<file path="src/sv/fatan_pkg.sv">
// ----------------------------------------------------------------------------
// fatan_pkg
// Shared constants and types for the fast arctangent pipeline.
// ----------------------------------------------------------------------------
package fatan_pkg;

  // pi with 62 fraction bits.
  localparam logic [63:0] PI_Q62 = 64'hC90FDAA22168C234;

  // Coefficient 0.28 as a 16-fraction-bit value.
  localparam logic [14:0] COEF_Q16 = 15'd18350;

  // Magnitudes are scaled until both fit this many bits.
  localparam int unsigned MAG_W = 16;

  // Numerator and denominator widths of the ratio.
  localparam int unsigned NUM_W = 2 * MAG_W + 16;
  localparam int unsigned DEN_W = NUM_W + 1;

  // Per-item sign and branch flags that travel with the data.
  typedef struct packed {
    logic x_zero;
    logic x_neg;
    logic y_neg;
    logic y_zero;
    logic below_diag;
  } flags_t;

endpackage

</file>
<file path="src/sv/fatan_div_stage.sv">
// ----------------------------------------------------------------------------
// fatan_div_stage
// One restoring-division step of the ratio pipeline, with its register.
// ----------------------------------------------------------------------------
module fatan_div_stage #(
  parameter int unsigned QW = 14
) (
  input  logic                             clk,
  input  logic                             rst_n,
  input  logic                             en,
  input  logic                             vld_i,
  input  fatan_pkg::flags_t                flg_i,
  input  logic [fatan_pkg::DEN_W-1:0]      rem_i,
  input  logic [fatan_pkg::DEN_W-1:0]      den_i,
  input  logic [QW-1:0]                    quo_i,
  output logic                             vld_o,
  output fatan_pkg::flags_t                flg_o,
  output logic [fatan_pkg::DEN_W-1:0]      rem_o,
  output logic [fatan_pkg::DEN_W-1:0]      den_o,
  output logic [QW-1:0]                    quo_o
);

  logic [fatan_pkg::DEN_W:0]   rem2;
  logic [fatan_pkg::DEN_W:0]   diff;
  logic                        ge;
  logic [fatan_pkg::DEN_W-1:0] rem_nxt;

  // The remainder stays below the divisor, so both outcomes fit DEN_W bits.
  always_comb begin
    rem2    = {rem_i, 1'b0};
    diff    = rem2 - {1'b0, den_i};
    ge      = (rem2 >= {1'b0, den_i});
    rem_nxt = ge ? diff[fatan_pkg::DEN_W-1:0] : rem2[fatan_pkg::DEN_W-1:0];
  end

  always_ff @(posedge clk) begin
    if (!rst_n) begin
      vld_o <= 1'b0;
    end else if (en) begin
      vld_o <= vld_i;
    end
  end

  always_ff @(posedge clk) begin
    if (en) begin
      flg_o <= flg_i;
      rem_o <= rem_nxt;
      den_o <= den_i;
      quo_o <= {quo_i[QW-2:0], ge};
    end
  end

endmodule

</file>
<file path="config.mk">
export PLATFORM = sky130hd
export DESIGN_NAME = fatan_div_stage
export DESIGN_NICKNAME = d
export VERILOG_FILES = /design/src/sv/fatan_pkg.sv /design/src/sv/fatan_div_stage.sv
export SDC_FILE = /design/constraint.sdc
export NUM_CORES = 1
export LEC_CHECK = 0
export ABC_AREA = 0
export ABC_CLOCK_PERIOD_IN_PS = 5450
export BUFFER_PORTS_ARGS = -buffer_cell sky130_fd_sc_hd__buf_2
export CORE_MARGIN = 3
export CORE_UTILIZATION = 55
export DETAILED_ROUTE_END_ITERATION = 8
export PLACE_DENSITY = 0.86
export SLEW_MARGIN = 40
export SYNTH_ARGS = -nofsm -noshare
export SYNTH_HDL_FRONTEND = slang
export SYNTH_SLANG_ARGS = --single-unit
export TNS_END_PERCENT = 30
</file>
<file path="constraint.sdc">
create_clock -name clk -period 5.45 [get_ports clk]
set_input_delay 0.545 -clock clk [delete_from_list [all_inputs] [get_ports clk]]
set_output_delay 0.545 -clock clk [all_outputs]
set_load 0.01 [all_outputs]
</file>
======== Word-level counts from Yosys, hierarchy flattened ========
Cells that the tools add are included.
word-level totals
  input bits .............................. 121
  logic and storage cells ................. 13
  register bits ........................... 118
operators by class
  $lt $le $gt $ge ......................... 1
  muxes and demuxes ....................... 1
  add/subtract/negate cells ............... 1
operators with widths
  cell                                          number
  greater-or-equal comparator 50 x 49 -> 1 bit  1
  2-to-1 mux 49 bit                             1
  subtractor 49 bit                             1

======== Logic depth before layout (Yosys ltp) ========
  depth after elaboration ................. 2
  gate-level depth with buffers ........... 14

======== Least setup slack after synthesis ========
OpenSTA, ideal clock, no wires.
  path kind ............................... input port to flip-flop
  start point ............................. input port den_i[28] (netlist name)
  end point ............................... register rem_o[47] (netlist name), data pin
  buffers on the path ..................... 1
  setup time .............................. 0.259 ns
  slack ................................... 2.726 ns
  arrival ................................. 2.465 ns
  stages on the path ...................... 12
  data required time ...................... 5.191 ns
  cell sequence ........................... inv_1 ha_1 buf_2 a21o_1 a21o_1 a21oi_1 a21oi_1 or3_1 a21oi_1 nand2_1 nor4b_1 a211o_1
between the ends
  word-level cells in the longest chain between the ends .. 2
RTL lines
  item                                                                                      line                                          source
  start, declared                                                                           fatan_div_stage.sv:14                         input logic [fatan_pkg::DEN_W-1:0] den_i,
  subtractor 49 bit / greater-or-equal comparator 50 x 49 -> 1 bit (equally long branches)  fatan_div_stage.sv:31, fatan_div_stage.sv:32
  2-to-1 mux 49 bit (*)                                                                     fatan_div_stage.sv:33                         rem_nxt = ge ? diff[fatan_pkg::DEN_W-1:0] : rem2[fatan_pkg::DEN_W-1:0];
  via rem_nxt (one bit)                                                                     fatan_div_stage.sv:26                         logic [fatan_pkg::DEN_W-1:0] rem_nxt;
  end signal, assigned                                                                      fatan_div_stage.sv:47                         rem_o <= rem_nxt;
  end, declared                                                                             fatan_div_stage.sv:18                         output logic [fatan_pkg::DEN_W-1:0] rem_o,
The timed path passes the listed nets; every way through them passes the cells marked *.
A chain may end at the register's enable or synchronous reset.

======== Worst setup path after layout ========
  start point ............................. input port den_i[20] (netlist name)
  end point ............................... register rem_o[47] (netlist name), data pin
Same word-level chain as after synthesis.

==> summary.json <==
{
  "global_route": {
    "overflow": 0,
    "first_global_vias": 6429,
    "grt_max_degree": 83,
    "grtUsageTotal_pct": 26.6,
    "antenna_found_initial": 2,
    "grt_pass1_wl_um": 30600
  },
  "synthesis": {
    "syn_inst": 711,
    "net_count_after_synthesis": 882,
    "dominantRegCellSynth": "sky130_fd_sc_hd__edfxtp_1",
    "postSynthAreaPerCell_um2": 10.2,
    "synth.yosys.warnings": 0,
    "post-synth-top-area-fraction_pct": 48.5,
    "yosys.cell_types.count": 61,
    "ys_top_cells_by_area": "sky130_fd_sc_hd__edfxtp_1, sky130_fd_sc_hd__ha_1, sky130_fd_sc_hd__a21oi_1, sky130_fd_sc_hd__nor2_1, sky130_fd_sc_hd__inv_1",
    "yosysSeqAreaShare_pct": 48.8,
    "synth_edf_count": 117,
    "netlist.top_cell.by_area": "sky130_fd_sc_hd__edfxtp_1",
    "synth.cell_area_mm2": 0.00724,
    "async_flop_share_pct": 0,
    "ys_ff_latch": 118
  },
  "clock_network": {
    "post_cts.resized_instances": 0,
    "worst_skew_pair_later_pin_latency_ps": 410,
    "root_driver": "sky130_fd_sc_hd__clkbuf_16",
    "postCtsHoldBufs": 0,
    "post_cts.repair.setup_buffers": 0,
    "clk_pin_slew_ps": 60,
    "cts-root-to-sink-buffers": 2,
    "cts_sinks": 118,
    "numCtsBuffers": 17,
    "clock_tree.htree_level_count": 4,
    "cts_tree": "built"
  },
  "cells_and_area": {
    "fin_nets": 1109,
    "layout.filler_cells": 962,
    "layout.cells.non_filler": 1123,
    "syn2layout_area_growth_pct": 25.5,
    "final_common_cell": "sky130_fd_sc_hd__buf_2",
    "layout_common_cells": "sky130_fd_sc_hd__buf_2, sky130_fd_sc_hd__edfxtp_1, sky130_fd_sc_hd__a21oi_1, sky130_fd_sc_hd__nor2_1, sky130_fd_sc_hd__inv_1",
    "drive_gt1_share_pct": 30.8,
    "antenna-diode-count": 0
  },
  "power": {
    "irDropWorstVdd_v": 0.000247,
    "power_density_mw_per_mm2": 333,
    "lkg_pwr_nw": 4.09,
    "finalPower_mw": 3.03
  },
  "detailed_routing": {
    "viasPerCell": 5.62,
    "drt-wirelength-per-cell_um": 17.1,
    "detail_route.wirelength.met1_um": 7430,
    "drc": 0,
    "vias": 6312,
    "drt_first_iter_violations": 353,
    "detailed_route_wirelength_on_metal3_um": 1550,
    "ant_nets": 0,
    "drt-pass1-iter-count": 7,
    "detail_route.wirelength_um": 19200,
    "dr.max_layer_used": "met5",
    "met2_wl_um": 9650
  },
  "floorplanning": {
    "die-height_um": 121,
    "floorplan.rows": 41,
    "boundaryPins": 239,
    "start_util_pct": 56.7,
    "design.die.area_mm2": 0.0146,
    "die_x_um": 121,
    "placeableCoreArea_mm2": 0.0128
  },
  "setup_path": {
    "r2r_end": "vld_o",
    "crit_arrival_ps": 3420,
    "r2r_slack_ps": 4850,
    "worst_r2r_startpoint": "vld_o",
    "critical_path_required_ps": 5740,
    "worst_setup_path_end_kind": "flop",
    "worstPathMaxFanout": 71,
    "ff2ff_path_depth": 2,
    "critPathKind": "input pin to flop",
    "startpoint_type": "input pin"
  },
  "sta": {
    "final_hold_viol_count": 0,
    "setup_repair_after_global_routing_missed_its_margin": "false",
    "worstMarginPinSlew_ps": 740,
    "period_minus_slack_ps": 3130,
    "slew_headroom_pct": 50.7,
    "finalClockSkew_ps": 0,
    "timing.fmax_mhz": 320,
    "final-max-slew-violation-count": 0,
    "setup-tns-final_ps": 0,
    "setup-violations-final": 0,
    "fin_crit_sh_pct": 57.4
  },
  "hold_path": {
    "holdPathStages": 1,
    "min_delay_worst_endpoint": "quo_o[6]",
    "hold_path.class": "input pin to flop",
    "hold_start": "quo_i[5]"
  },
  "status": {
    "outcome": "finished, final reports clean"
  },
  "place": {
    "place.detailed.hpwl_um": 14100,
    "gpl.final_weighted_congestion": 0.904,
    "numPortBuffers": 237,
    "place.detailed.instances": 1091
  },
  "run": {
    "max-cap-violations": 0
  }
}
-- state kept, by name, indices dropped and copies added, names as in the netlist --
| name | flops |
|---|---|
| den_o | 49 |
| rem_o | 49 |
| quo_o | 14 |
| vld_o | 1 |
| flg_o | 5 |
-- critical path: stages --
cell and delay [ps]:
sky130_fd_sc_hd__buf_2 80, sky130_fd_sc_hd__inv_1 40, sky130_fd_sc_hd__ha_1 430, sky130_fd_sc_hd__nand4_1 200, sky130_fd_sc_hd__nor4_2 540, sky130_fd_sc_hd__nand4_1 170
sky130_fd_sc_hd__o211ai_1 120, sky130_fd_sc_hd__o21ai_1 130, sky130_fd_sc_hd__o21ai_4 80, sky130_fd_sc_hd__buf_4 590, sky130_fd_sc_hd__nand3_1 140, sky130_fd_sc_hd__o21ai_0 180
sky130_fd_sc_hd__a211o_1 130
-- logic make-up (layout without fill, tap and decap cells) --
kind of cell	Yosys count	count (layout)	synth area share, %
buffers and inverters	95	335	6.06
adder cells (fa/ha/maj)	50	50	8.74
AND/OR/NAND/NOR	193	193	12.7
AO/OA/AOI/OAI	211	211	18.4
XOR/XNOR	43	43	5.20
flip-flops	118	118	48.8
multiplexers	1	1	0.138
-- layer usage --
layer | up-vias | global-route usage [%]
li1 | 3048 | -
met1 | 2916 | 30.6
met2 | 290 | 46.3
met3 | 54 | 7.86
met4 | 4 | 11.2
met5 | - | 0
-- Yosys cell counts (7+ instances only) --
cell type and n:
sky130_fd_sc_hd__nand4_1 25, sky130_fd_sc_hd__o21ai_1 9, sky130_fd_sc_hd__nand2_1 53, sky130_fd_sc_hd__nand3_1 9
sky130_fd_sc_hd__xnor2_1 25, sky130_fd_sc_hd__inv_1 63, sky130_fd_sc_hd__a21o_1 16, sky130_fd_sc_hd__edfxtp_1 117
sky130_fd_sc_hd__ha_1 49, sky130_fd_sc_hd__nor2_1 64, sky130_fd_sc_hd__o21ai_0 34, sky130_fd_sc_hd__o21bai_1 9
sky130_fd_sc_hd__nor3_1 10, sky130_fd_sc_hd__a21oi_1 91, sky130_fd_sc_hd__o21a_1 7, sky130_fd_sc_hd__xor2_1 18
sky130_fd_sc_hd__buf_2 17, sky130_fd_sc_hd__o211ai_1 7
-- worst max-delay path by stage --
| stage | startpoint | endpoint | slack (ps) |
|---|---|---|---|
| 4_1_cts | den_i[20] | rem_o[47] | 2320 |
| 2_1_floorplan | den_i[28] | rem_o[47] | 2730 |
| 3_5_place_dp | den_i[20] | rem_o[47] | 1920 |
| 6_report | den_i[20] | rem_o[47] | 2320 |
| 5_1_grt | den_i[20] | rem_o[47] | 2020 |
| 3_3_place_gp | den_i[20] | rem_o[47] | 2010 |
-- cell type report --
type	count	area [µm²]	area share, %
inverter	64	240	2.64
tap	172	215	2.37
clock buffer	17	425	4.68
sequential	118	3530	38.9
multi-input combinational	498	3280	36.1
timing repair buffer	239	1210	13.3
clock inverter	15	190	2.09
-- report_power, final --
group	switching [mW]	internal [mW]
Combinational	0.426	0.277
Clock	0.442	0.730
Sequential	0.0243	1.13
Total	0.893	2.14
-- metrics by stage --
stage	worst slack (ps)	cell area, µm²	util (%)	hold slack (ps)
detailed placement	1920	8470	66.3	515
finish	2320	9090	71.2	296
global placement	2010	8470	66.3	495
CTS	2320	9090	71.2	281
floorplan	2730	7240	-	538
global route	2020	9090	71.2	281
Note: power is estimated with default switching activity, not from simulation.
